## src/hw/rtl/bwdp_queue.sv

```systemverilog
// Short FIFO between the front classifier and the back datapath.
// Depends on nothing; width and depth come from the instantiating module.
module bwdp_queue #(
  parameter int WIDTH = 32,
  parameter int DEPTH = 4,
  localparam int PW   = (DEPTH > 1) ? $clog2(DEPTH) : 1,
  localparam int CW   = $clog2(DEPTH + 1)
) (
  input  logic             clk_i,
  input  logic             rst_ni,
  input  logic             push_i,
  input  logic [WIDTH-1:0] data_i,
  input  logic             pop_i,
  output logic [WIDTH-1:0] data_o,
  output logic             full_o,
  output logic             empty_o
);

  logic [WIDTH-1:0] slot_q [DEPTH];
  logic [PW-1:0]    wr_q, wr_d, rd_q, rd_d;
  logic [CW-1:0]    cnt_q, cnt_d;

  // Pointer and fill count update
  always_comb begin
    wr_d  = wr_q;
    rd_d  = rd_q;
    cnt_d = cnt_q;
    if (push_i) begin
      wr_d = (wr_q == PW'(DEPTH - 1)) ? '0 : wr_q + 1'b1;
    end
    if (pop_i) begin
      rd_d = (rd_q == PW'(DEPTH - 1)) ? '0 : rd_q + 1'b1;
    end
    if (push_i && !pop_i) begin
      cnt_d = cnt_q + 1'b1;
    end else if (pop_i && !push_i) begin
      cnt_d = cnt_q - 1'b1;
    end
  end

  always_ff @(posedge clk_i or negedge rst_ni) begin
    if (!rst_ni) begin
      wr_q  <= '0;
      rd_q  <= '0;
      cnt_q <= '0;
    end else begin
      wr_q  <= wr_d;
      rd_q  <= rd_d;
      cnt_q <= cnt_d;
    end
  end

  // Storage
  always_ff @(posedge clk_i) begin
    if (push_i) begin
      slot_q[wr_q] <= data_i;
    end
  end

  assign data_o  = slot_q[rd_q];
  assign full_o  = (cnt_q == CW'(DEPTH));
  assign empty_o = (cnt_q == '0);

  // Flow control must never overrun or underrun the queue
  a_no_overrun: assert property (@(posedge clk_i) disable iff (!rst_ni)
    push_i |-> !full_o) else $error("queue push while full");
  a_no_underrun: assert property (@(posedge clk_i) disable iff (!rst_ni)
    pop_i |-> !empty_o) else $error("queue pop while empty");

endmodule

```

## config.mk

```make
export PLATFORM = sky130hd
export DESIGN_NAME = bwdp_queue
export DESIGN_NICKNAME = d
export VERILOG_FILES = /design/src/hw/rtl/bwdp_queue.sv
export SDC_FILE = /design/constraint.sdc
export NUM_CORES = 1
export LEC_CHECK = 0
export ABC_AREA = 0
export BUFFER_PORTS_ARGS = -buffer_cell sky130_fd_sc_hd__buf_2
export CAP_MARGIN = 20
export CORE_AREA = 2 2 116 118
export DETAILED_ROUTE_END_ITERATION = 12
export DIE_AREA = 0 0 118 120
export GPL_TIMING_DRIVEN = 0
export HOLD_SLACK_MARGIN = 0.12
export PLACE_DENSITY_LB_ADDON = 0.25
export SLEW_MARGIN = 20
export SYNTH_ARGS = -nofsm -noshare
export SYNTH_HDL_FRONTEND = slang
export SYNTH_SLANG_ARGS = --single-unit
```

## constraint.sdc

```tcl
create_clock -name clk_i -period 3.9 [get_ports clk_i]
set_clock_uncertainty 0.1 [all_clocks]
set_input_delay 0.585 -clock clk_i [delete_from_list [all_inputs] [get_ports clk_i]]
set_output_delay 0.585 -clock clk_i [all_outputs]
set_load 0.05 [all_outputs]
```

==> impl_metrics.env <==
export IMPL_nets=341
export IMPL_antenna_cells=0
export IMPL_drv_slew=0
export IMPL_numPortBuffers=69
export IMPL_cts_buffers=17
export IMPL_ys_warnings_count=0
export IMPL_cts_tree="built"
export IMPL_rsz0062_at_grt="no"
export IMPL_crit_fanout=10
export IMPL_post_route_min_period_ps=2650
export IMPL_clock_fmax_mhz=378
export IMPL_cts_resized=0
export IMPL_drt_pass1_iterations=4
export IMPL_period_share_pct=67.8
export IMPL_worstSkewPairLatency_ps=410
export IMPL_ios=70
export IMPL_clkSinkCount=135
export IMPL_cts_buffer_depth=2
export IMPL_cp_num_buf_inv=3
export IMPL_drt_initial_drc_count=115
export IMPL_path_clk_slew_ps=60
export IMPL_ys_ff_latch=135
export IMPL_hold_path_class="in -> reg"
export IMPL_syn_cell_area_um2=5080
export IMPL_fill_cells=1079
export IMPL_grt_pass1_vias=2406
export IMPL_cts_setup_buffers=0
export IMPL_tightest_slew_ps=496
export IMPL_power_density_nw_per_um2=875
export IMPL_fin_util_pct=49.1
export IMPL_dieWidth_um=118
export IMPL_initial_core_util_pct=39.1
export IMPL_cp_common_cell="buf_2"
export IMPL_p_leak_uw=0.00225
export IMPL_area_growth_pct=25.5
export IMPL_postRouteAntennaNets=0
export IMPL_grt_max_degree=20
export IMPL_p_total_uw=5580
export IMPL_synth_nets=248
export IMPL_htreeDepth=4
export IMPL_die_area_um2=14200
export IMPL_drc=0
export IMPL_crit_path_start_kind="flop"
export IMPL_overflow=0
export IMPL_avgSynthCellArea_um2=24.8
export IMPL_fin_cells=487
export IMPL_antenna_found_initial=0
export IMPL_outcome="completed"
export IMPL_slowest_delay_ps=380
export IMPL_gp_congestion=0.672
export IMPL_tns_ps=0
export IMPL_end_kind="output pin"
export IMPL_multi_input_area_um2=962
export IMPL_setup_viol=0
export IMPL_hold_violations=0
export IMPL_grt_total_usage_pct=13.4
export IMPL_crit_chain="clkbuf_1, buf_2, mux4_2, buf_2"
export IMPL_vias=2322
export IMPL_path_delay_family="buffers and inverters"
export IMPL_yosys_cell_types_count=20
export IMPL_drive_gt1_share_pct=46.3
export IMPL_cp_arrival_ps=1960
export IMPL_maxSlewHeadroom_pct=66.9
export IMPL_drt_total_wl_mm=8.65
export IMPL_postSynthCellCount=205
export IMPL_crit_slowest_cell="mux4_2"
export IMPL_yosysSeqAreaShare_pct=79.1
export IMPL_wl_per_cell_um=17.8
export IMPL_ff_latch_area_um2=4020
export IMPL_detailedPlacementHpwl_mm=5.32
export IMPL_grt_pass1_wl_mm=13.6
export IMPL_coreArea_um2=13000
export IMPL_maxCapViolCount=0
export IMPL_path_class="reg -> out"
export IMPL_die_y_um=120
export IMPL_ctsHoldBuffers=1
export IMPL_cp_required_ps=3210
export IMPL_viasPerCell=4.77
export IMPL_hold_slack_ps=290
export IMPL_fp_row_count=42
export IMPL_root_buffer="clkbuf_16"
export IMPL_ir_worst_vdd_v=0.000369
export IMPL_place_inst=454
==> report_power, final <==
part           internal (µW)  total [µW]  switching, µW
Sequential              1870        1940           71.7
Clock                   1060        1630            572
Combinational            676        2010           1330
Total                   3600        5580           1980
==> layer usage <==
layer / up-vias / global-route usage (%) / part of all wire [%]
met5: - / 0 / 0
met4: 0 / 5.87 / 1.4
met3: 12 / 4.90 / 4.7
met2: 59 / 20.9 / 51
met1: 1207 / 16.8 / 43
li1: 1044 / - / -
==> final timing paths <==
kind / from / endpoint / slack [ps] / depth (start not counted)
max: rd_q[1] / data_o[18] / 1250 / 4
min: data_i[6] / slot_q[0][6] / 290 / 1
max reg2reg: wr_q[0] / slot_q[0][10] / 2140 / 4
min reg2reg: cnt_q[2] / cnt_q[2] / 390 / 1
max in group asynchronous: rst_ni / rd_q[1] / 3090 / 2
min in group asynchronous: rst_ni / cnt_q[2] / 450 / 2
==> registers in the layout, summed over array words and instances, names as in the netlist <==
name    count
cnt_q       3
rd_q        2
slot_q    128
wr_q        2
==> cell type report <==
type | instances | share of cell area, %
Multi-Input combinational cell | 58 | 15.1
Clock buffer | 17 | 6.67
Tap cell | 176 | 3.45
Clock inverter | 15 | 2.90
Inverter | 4 | 0.236
Timing Repair Buffer | 74 | 7.18
Sequential cell | 135 | 63.0
Buffer | 8 | 1.41
==> placed cells by master, fill, tap and decap left out <==
cell type	synthesis	final
inv_1	4	4
edfxtp_1	128	128
and2_2	0	4
nor2_1	3	3
o21ai_0	2	2
buf_16	0	3
bufinv_16	0	4
xor2_1	2	2
buf_6	1	1
nor3b_1	1	1
clkinv_4	0	1
nand2_1	2	2
fa_1	1	1
buf_2	3	72
nor3_1	1	1
xnor2_1	1	1
clkinv_2	0	3
ha_1	6	6
mux4_2	28	28
dlygate4sd3_1	0	1
mux2_2	3	3
dfrtp_1	7	7
clkinvlp_4	0	4
clkbuf_16	0	17
clkinv_1	0	3
mux4_1	4	4
buf_12	3	4
clkbuf_1	1	1
==> cells by family after synthesis <==
group,count (synthesis),share of synthesized area [%]
DFF,135,79.1
and+or+nand+nor,11,1.11
AOI/OAI and AO/OA,2,0.197
adders and majority gates,7,1.87
buffers and inverters,12,2.07
muxes,35,15.1
xor gates and xnor gates,3,0.517
==> synthesized netlist by cell type <==
cell type / instances / share of area, %
edfxtp_1: 128 / 76
mux4_2: 28 / 12
dfrtp_1: 7 / 3.4
ha_1: 6 / 1.5
and2_1: 4 / 0.49
inv_1: 4 / 0.30
mux4_1: 4 / 2.1
buf_12: 3 / 1.2
buf_2: 3 / 0.30
mux2_2: 3 / 0.66
nor2_1: 3 / 0.22
nand2_1: 2 / 0.15
o21ai_0: 2 / 0.20
xor2_1: 2 / 0.34
buf_6: 1 / 0.22
clkbuf_1: 1 / 0.074
fa_1: 1 / 0.39
nor3_1: 1 / 0.098
nor3b_1: 1 / 0.15
xnor2_1: 1 / 0.17
==> per-stage QoR <==
stage | instance area [µm²] | worst slack (ps)
detailed placement | 5750 | 1630
floorplan | 5080 | 1620
finish | 6370 | 1250
global route | 6370 | 1150
global placement | 5650 | 1160
CTS | 6370 | 1180
No activity file was read; power rests on OpenSTA's default activity.
