[src/hw/rtl/bwdp_pkg.sv]
// Shared types, constants and helpers of the bf16 weight dot-product row engine.
// No dependencies; the front end, back end, multiplier, top level and testbench import this package.
package bwdp_pkg;

  // Field and register widths
  localparam int FP_W        = 32;
  localparam int BF_W        = 16;
  localparam int VEC_LEN_W   = 13;
  localparam int ROW_COUNT_W = 17;
  localparam int ROW_W       = 16;

  // Defaults and limits
  localparam int MAX_VEC_LEN_DEF = 4096;
  localparam int QUEUE_DEPTH     = 4;
  localparam logic [ROW_COUNT_W-1:0] ROWS_MAX = 17'd65536;

  // Request kinds on the action field
  localparam logic ACTION_LOAD   = 1'b0;
  localparam logic ACTION_WEIGHT = 1'b1;

  // Register index as decoded from paddr[2]
  localparam logic REG_VEC_LEN   = 1'b0;
  localparam logic REG_ROW_COUNT = 1'b1;

  // Canonical quiet NaN
  localparam logic [FP_W-1:0] FP_QNAN = 32'h7FC0_0000;

  // Per-weight tag carried down the datapath
  typedef struct packed {
    logic             last;
    logic [ROW_W-1:0] row;
  } tag_t;

  // Classified request held in the queue (address travels beside it)
  typedef struct packed {
    logic            is_load;
    tag_t            tag;
    logic [FP_W-1:0] data;
  } cmd_t;

  // Leading-zero count of a 48-bit word; 48 when the word is zero
  function automatic logic [5:0] lzc48(input logic [47:0] v);
    logic [5:0] cnt;
    cnt = 6'd48;
    for (int i = 0; i < 48; i++) begin
      if (v[i]) begin
        cnt = 6'(47 - i);
      end
    end
    return cnt;
  endfunction

endpackage

[src/hw/rtl/bwdp_front.sv]
// Front end: accepts requests, keeps load pointer, column and row counters,
// and hands classified requests to the queue. Depends on bwdp_pkg.
module bwdp_front
  import bwdp_pkg::*;
#(
  parameter int MAX_VEC_LEN = MAX_VEC_LEN_DEF,
  localparam int AW = (MAX_VEC_LEN > 1) ? $clog2(MAX_VEC_LEN) : 1
) (
  input  logic                   clk_i,
  input  logic                   rst_ni,
  input  logic                   in_valid_i,
  output logic                   in_stall_o,
  input  logic                   action_i,
  input  logic [FP_W-1:0]        activation_bits_i,
  input  logic [BF_W-1:0]        weight_bits_i,
  input  logic [VEC_LEN_W-1:0]   vec_len_i,
  input  logic [ROW_COUNT_W-1:0] row_count_i,
  input  logic                   full_i,
  output logic                   push_o,
  output cmd_t                   cmd_o,
  output logic [AW-1:0]          addr_o
);

  localparam int LW = AW + 1;
  localparam int CW = (VEC_LEN_W > LW) ? VEC_LEN_W : LW;

  logic [AW-1:0]    ptr_q, ptr_d, col_q, col_d, lp;
  logic [ROW_W-1:0] row_q, row_d;
  logic [CW-1:0]    vl_ext;
  logic [LW-1:0]    eff_len, lp_nxt, col_nxt;
  logic [ROW_COUNT_W-1:0] rows, row_nxt;
  logic             accept, is_load, last;

  // Effective length and row count
  always_comb begin
    vl_ext = CW'(vec_len_i);
    if (vl_ext == '0) begin
      eff_len = LW'(1);
    end else if (vl_ext > CW'(MAX_VEC_LEN)) begin
      eff_len = LW'(MAX_VEC_LEN);
    end else begin
      eff_len = vl_ext[LW-1:0];
    end
    if (row_count_i == '0) begin
      rows = ROW_COUNT_W'(1);
    end else if (row_count_i > ROWS_MAX) begin
      rows = ROWS_MAX;
    end else begin
      rows = row_count_i;
    end
  end

  assign accept     = in_valid_i && !full_i;
  assign in_stall_o = full_i;
  assign is_load    = (action_i == ACTION_LOAD);

  // Counter stepping
  always_comb begin
    lp      = ({1'b0, ptr_q} >= eff_len) ? '0 : ptr_q;
    lp_nxt  = {1'b0, lp} + 1'b1;
    col_nxt = {1'b0, col_q} + 1'b1;
    last    = (col_nxt >= eff_len);
    row_nxt = {1'b0, row_q} + 1'b1;
    ptr_d   = ptr_q;
    col_d   = col_q;
    row_d   = row_q;
    if (accept) begin
      if (is_load) begin
        ptr_d = (lp_nxt >= eff_len) ? '0 : lp_nxt[AW-1:0];
      end else begin
        col_d = last ? '0 : col_nxt[AW-1:0];
        if (last) begin
          row_d = (row_nxt >= rows) ? '0 : row_nxt[ROW_W-1:0];
        end
      end
    end
  end

  always_ff @(posedge clk_i or negedge rst_ni) begin
    if (!rst_ni) begin
      ptr_q <= '0;
      col_q <= '0;
      row_q <= '0;
    end else begin
      ptr_q <= ptr_d;
      col_q <= col_d;
      row_q <= row_d;
    end
  end

  // Classified request
  always_comb begin
    push_o           = accept;
    cmd_o.is_load    = is_load;
    cmd_o.tag.last   = last;
    cmd_o.tag.row    = row_q;
    cmd_o.data       = is_load ? activation_bits_i : {{(FP_W-BF_W){1'b0}}, weight_bits_i};
    addr_o           = is_load ? lp : col_q;
  end

endmodule

[config.mk]
export PLATFORM = sky130hd
export DESIGN_NAME = bwdp_front
export DESIGN_NICKNAME = d
export VERILOG_FILES = /design/src/hw/rtl/bwdp_pkg.sv /design/src/hw/rtl/bwdp_front.sv
export SDC_FILE = /design/constraint.sdc
export NUM_CORES = 1
export LEC_CHECK = 0
export BUFFER_PORTS_ARGS = -buffer_cell sky130_fd_sc_hd__buf_2
export CAP_MARGIN = 20
export CORE_AREA = 2 2 95 97
export DETAILED_ROUTE_END_ITERATION = 10
export DIE_AREA = 0 0 97 99
export GPL_ROUTABILITY_DRIVEN = 0
export PLACE_DENSITY = 0.8
export SYNTH_ARGS = -nofsm -noshare
export SYNTH_HDL_FRONTEND = slang
export SYNTH_SLANG_ARGS = --single-unit
[constraint.sdc]
create_clock -name clk_i -period 4.61 [get_ports clk_i]
set_input_delay 0.6915 -clock clk_i [delete_from_list [all_inputs] [get_ports clk_i]]
set_output_delay 0.6915 -clock clk_i [all_outputs]
set_load 0.02 [all_outputs]
==> impl_metrics.py <==
metrics = {
    "floorplanning": {
        "die_h_um": 99,
        "ios": 147,
        "die_w_um": 97,
        "start_util_pct": 50.48,
        "fp-row-count": 34,
        "die_area_um2": 9603,
        "core_area_um2": 8551,
    },
    "power": {
        "clkPwrFrac_pct": 24.5,
        "seqPwrFrac_pct": 36.0,
        "sw_frac_of_total_pct": 38.98,
        "ir_worst_vdd_mv": 0.2299,
        "p_leak_nw": 2.676,
        "combPwrFrac_pct": 39.5,
        "cellPowerDensity_nw_per_um2": 243.8,
        "net-switching-power_mw": 0.4956,
        "p_int_mw": 0.7760,
    },
    "sta": {
        "tightest_slew_ns": 1.019,
        "setup_violations": 0,
        "drv_slew": 0,
        "max_freq_mhz": 233.4,
        "rsz0062_at_grt": "false",
        "min_period_ns": 4.285,
        "finClkSkew_ns": 0.01119,
        "fin_crit_sh_pct": 92.95,
        "tns_ns": 0,
        "whs_ns": 0.5194,
        "hold_viol": 0,
        "max_slew_margin_pct": 32.09,
    },
    "synth": {
        "syn-mean-instance-area_um2": 7.891,
        "synth_xor_area_share_pct": 5.478,
        "ys_top_cells_by_area": "dfrtp_1 (23%), ha_1 (17%), nand2_1 (8.9%)",
        "yosysWarnings": 0,
        "async_flop_share_pct": 100.0,
        "synth_top_family_by_area": "simple AND/OR/NAND/NOR gates",
        "synth_edf_count": 0,
        "synth_mux_area_share_pct": 4.667,
        "synth_compound_area_share_pct": 19.97,
        "synth-simple-area-share_pct": 25.57,
        "ys_types": 54,
        "synthAdderAreaFrac_pct": 16.52,
        "netlist_area_um2": 4317,
        "synthCells": 547,
        "syn-num-nets": 687,
        "synth_seq_area_share_pct": 23.19,
        "ys_ff_latch": 40,
        "yosys.area.top_type": "dfrtp_1",
        "synthFlopType": "dfrtp_1",
        "yosys.area.top_type_share_pct": 23.19,
    },
    "global_route": {
        "grt_max_degree": 61,
        "grt_pass1_wl_um": 19940,
        "grt_use_total_pct": 24.84,
        "grt_overflow": 0,
        "grt_antenna_before_repair": 0,
        "grt_pass1_vias": 4360,
    },
    "worst_setup_path": {
        "reg2reg_to": "row_q[0]",
        "crit_fanout": 19,
        "worst_setup_path_start_kind": "input pin",
        "regToRegSetupSlack_ns": 0.88,
        "reg2reg_from": "row_q[0]",
        "end_kind": "register",
        "arrival_ns": 4.46,
        "path_class": "input pin to register",
        "endpoint": "ptr_q[1]",
        "cp_data_required_time_ns": 4.79,
        "startpoint": "vec_len_i[3]",
        "worstRegToRegCells": 13,
    },
    "clock_network": {
        "cts_max_level": 2,
        "clk_pin_slew_worst_paths_ns": 0.08,
        "cts_tree": "yes",
        "cts_hold_buf": 0,
        "cts.sinks": 40,
        "root_buffer": "clkbuf_8",
        "clock_path_buffers": 2,
        "cts_buffers": 5,
        "clock_latency_ns": 0.31,
    },
    "drt": {
        "routedWlPerCell_um": 15.61,
        "drt_iter0_markers": 242,
        "dr.pass1.iters": 5,
        "drt_wl_total_um": 12280,
        "ant_nets": 0,
        "vias": 4565,
        "route.detailed.drc": 0,
        "viasPerCell": 5.801,
    },
    "hold_path": {
        "hp-class": "input pin to asynchronous set/reset pin",
    },
    "cells_and_area": {
        "diodes": 0,
        "drive_above_1_share_pct": 27.10,
        "nets": 818,
        "area_growth_pct": 20.81,
    },
    "placed_design": {
        "dpl.hpwl_um": 9816,
        "port_buffers": 146,
    },
    "job": {
        "cap_violations": 0,
    },
    "status": {
        "run_status": "completed",
    },
}
[how the worst min path moves through the flow]
| stage | to | slack, ns |
|---|---|---|
| 4_1_cts | row_q[2] | 0.55 |
| 5_1_grt | row_q[2] | 0.59 |
| 6_report | col_q[11] | 0.52 |
| 3_3_place_gp | row_q[1] | 0.54 |
| 2_1_floorplan | col_q[0] | 0.40 |
| 3_5_place_dp | col_q[7] | 0.55 |
[cell usage after synthesis, types with 8 or more instances]
| library cell | count |
|---|---|
| a21o_1 | 8 |
| a22o_1 | 12 |
| clkbuf_1 | 14 |
| inv_1 | 19 |
| nor2b_1 | 22 |
| a31oi_1 | 11 |
| a21oi_1 | 20 |
| mux2_2 | 17 |
| o21ai_0 | 39 |
| nand2_1 | 102 |
| xnor2_1 | 17 |
| and3_1 | 9 |
| nand4_1 | 14 |
| dfrtp_1 | 40 |
| xor2_1 | 10 |
| nand3_1 | 23 |
| ha_1 | 57 |
| nor2_1 | 27 |
[power by group through the flow]
stage	sequential, mW	clock, mW	combinational, mW
finish	0.457	0.312	0.503
global route	0.464	0.331	0.563
CTS	0.455	0.314	0.503
detailed placement	0.461	0	0.500
global placement	0.460	0	0.479
floorplan	0.432	0	0.361
[logic make-up (layout without fill, tap and decap cells)]
group,Yosys count,after routing
flops,40,40
compound gates,129,129
mux,18,18
simple gates,230,230
buf+inv,46,178
xor+xnor,27,27
fa+ha+maj,57,57
[worst max-delay path: stages]
cell and delay, ns:
buf_2 0.11, nor4_1 0.29, a31oi_1 0.16, nor2_1 0.29, ha_1 0.30, nor2b_1 0.11, o21ai_0 0.10, a311oi_1 0.29
o32a_1 0.27, buf_4 0.25, a21boi_0 0.23, ha_1 0.18, a21oi_1 0.07, o221a_2 0.27, o221ai_2 0.22, a21oi_4 0.07
buf_4 0.20, a32oi_1 0.24, o31ai_1 0.11
[timing repair]
item,CTS,global route
hold endpoints to repair,0,0
gates resized for setup,0,1
endpoints found under the setup margin,0,1
setup buffers,0,0
[cell usage in the layout, fill, tap and decap left out, types with 6 or more instances in the layout]
cell type	instances
a21o_1	8
a21oi_1	20
a22o_1	12
a31oi_1	11
and2_1	6
and3_1	9
buf_2	146
clkbuf_8	6
dfrtp_1	40
ha_1	57
inv_1	19
mux2_2	17
nand2_1	102
nand3_1	23
nand4_1	14
nor2_1	27
nor2b_1	22
nor3_1	6
nor4_1	6
o21ai_0	39
xnor2_1	17
xor2_1	10
[per-layer routing]
layer	global-route usage (%)	wire (um)	up-vias
met5	0	0	-
met1	31.27	5005	2130
met4	7.259	254	0
met2	44.02	6212	170
met3	4.043	812	34
li1	-	-	2231
[state kept, by name, summed over array words and instances, names as in the netlist]
register,cells
ptr_q,12
row_q,16
col_q,12
[per-stage QoR]
| step | std cells | worst slack, ns | total power [mW] | util (%) | cell area (um2) |
|---|---|---|---|---|---|
| CTS | 787 | 0.2592 | 1.272 | 60.97 | 5214 |
| floorplan | 547 | 0.6030 | 0.7930 | - | 4317 |
| finish | 787 | 0.3250 | 1.272 | 60.99 | 5215 |
| global placement | 779 | 0.3374 | 0.9386 | 59.56 | 5092 |
| global route | 787 | 0.08425 | 1.358 | 60.99 | 5215 |
| detailed placement | 779 | 0.08387 | 0.9602 | 59.56 | 5092 |
[area by class of cell]
cell class / count / area, um2
flip-flops and latches: 40 / 1001
inverters: 19 / 71.32
well taps: 108 / 135.1
clock buffers: 6 / 82.58
clock inverters: 2 / 38.79
fillers: 775 / 3336
multi-input cells: 461 / 3118
repair buffers: 151 / 768.2
No activity file was read; power rests on OpenSTA's default activity.
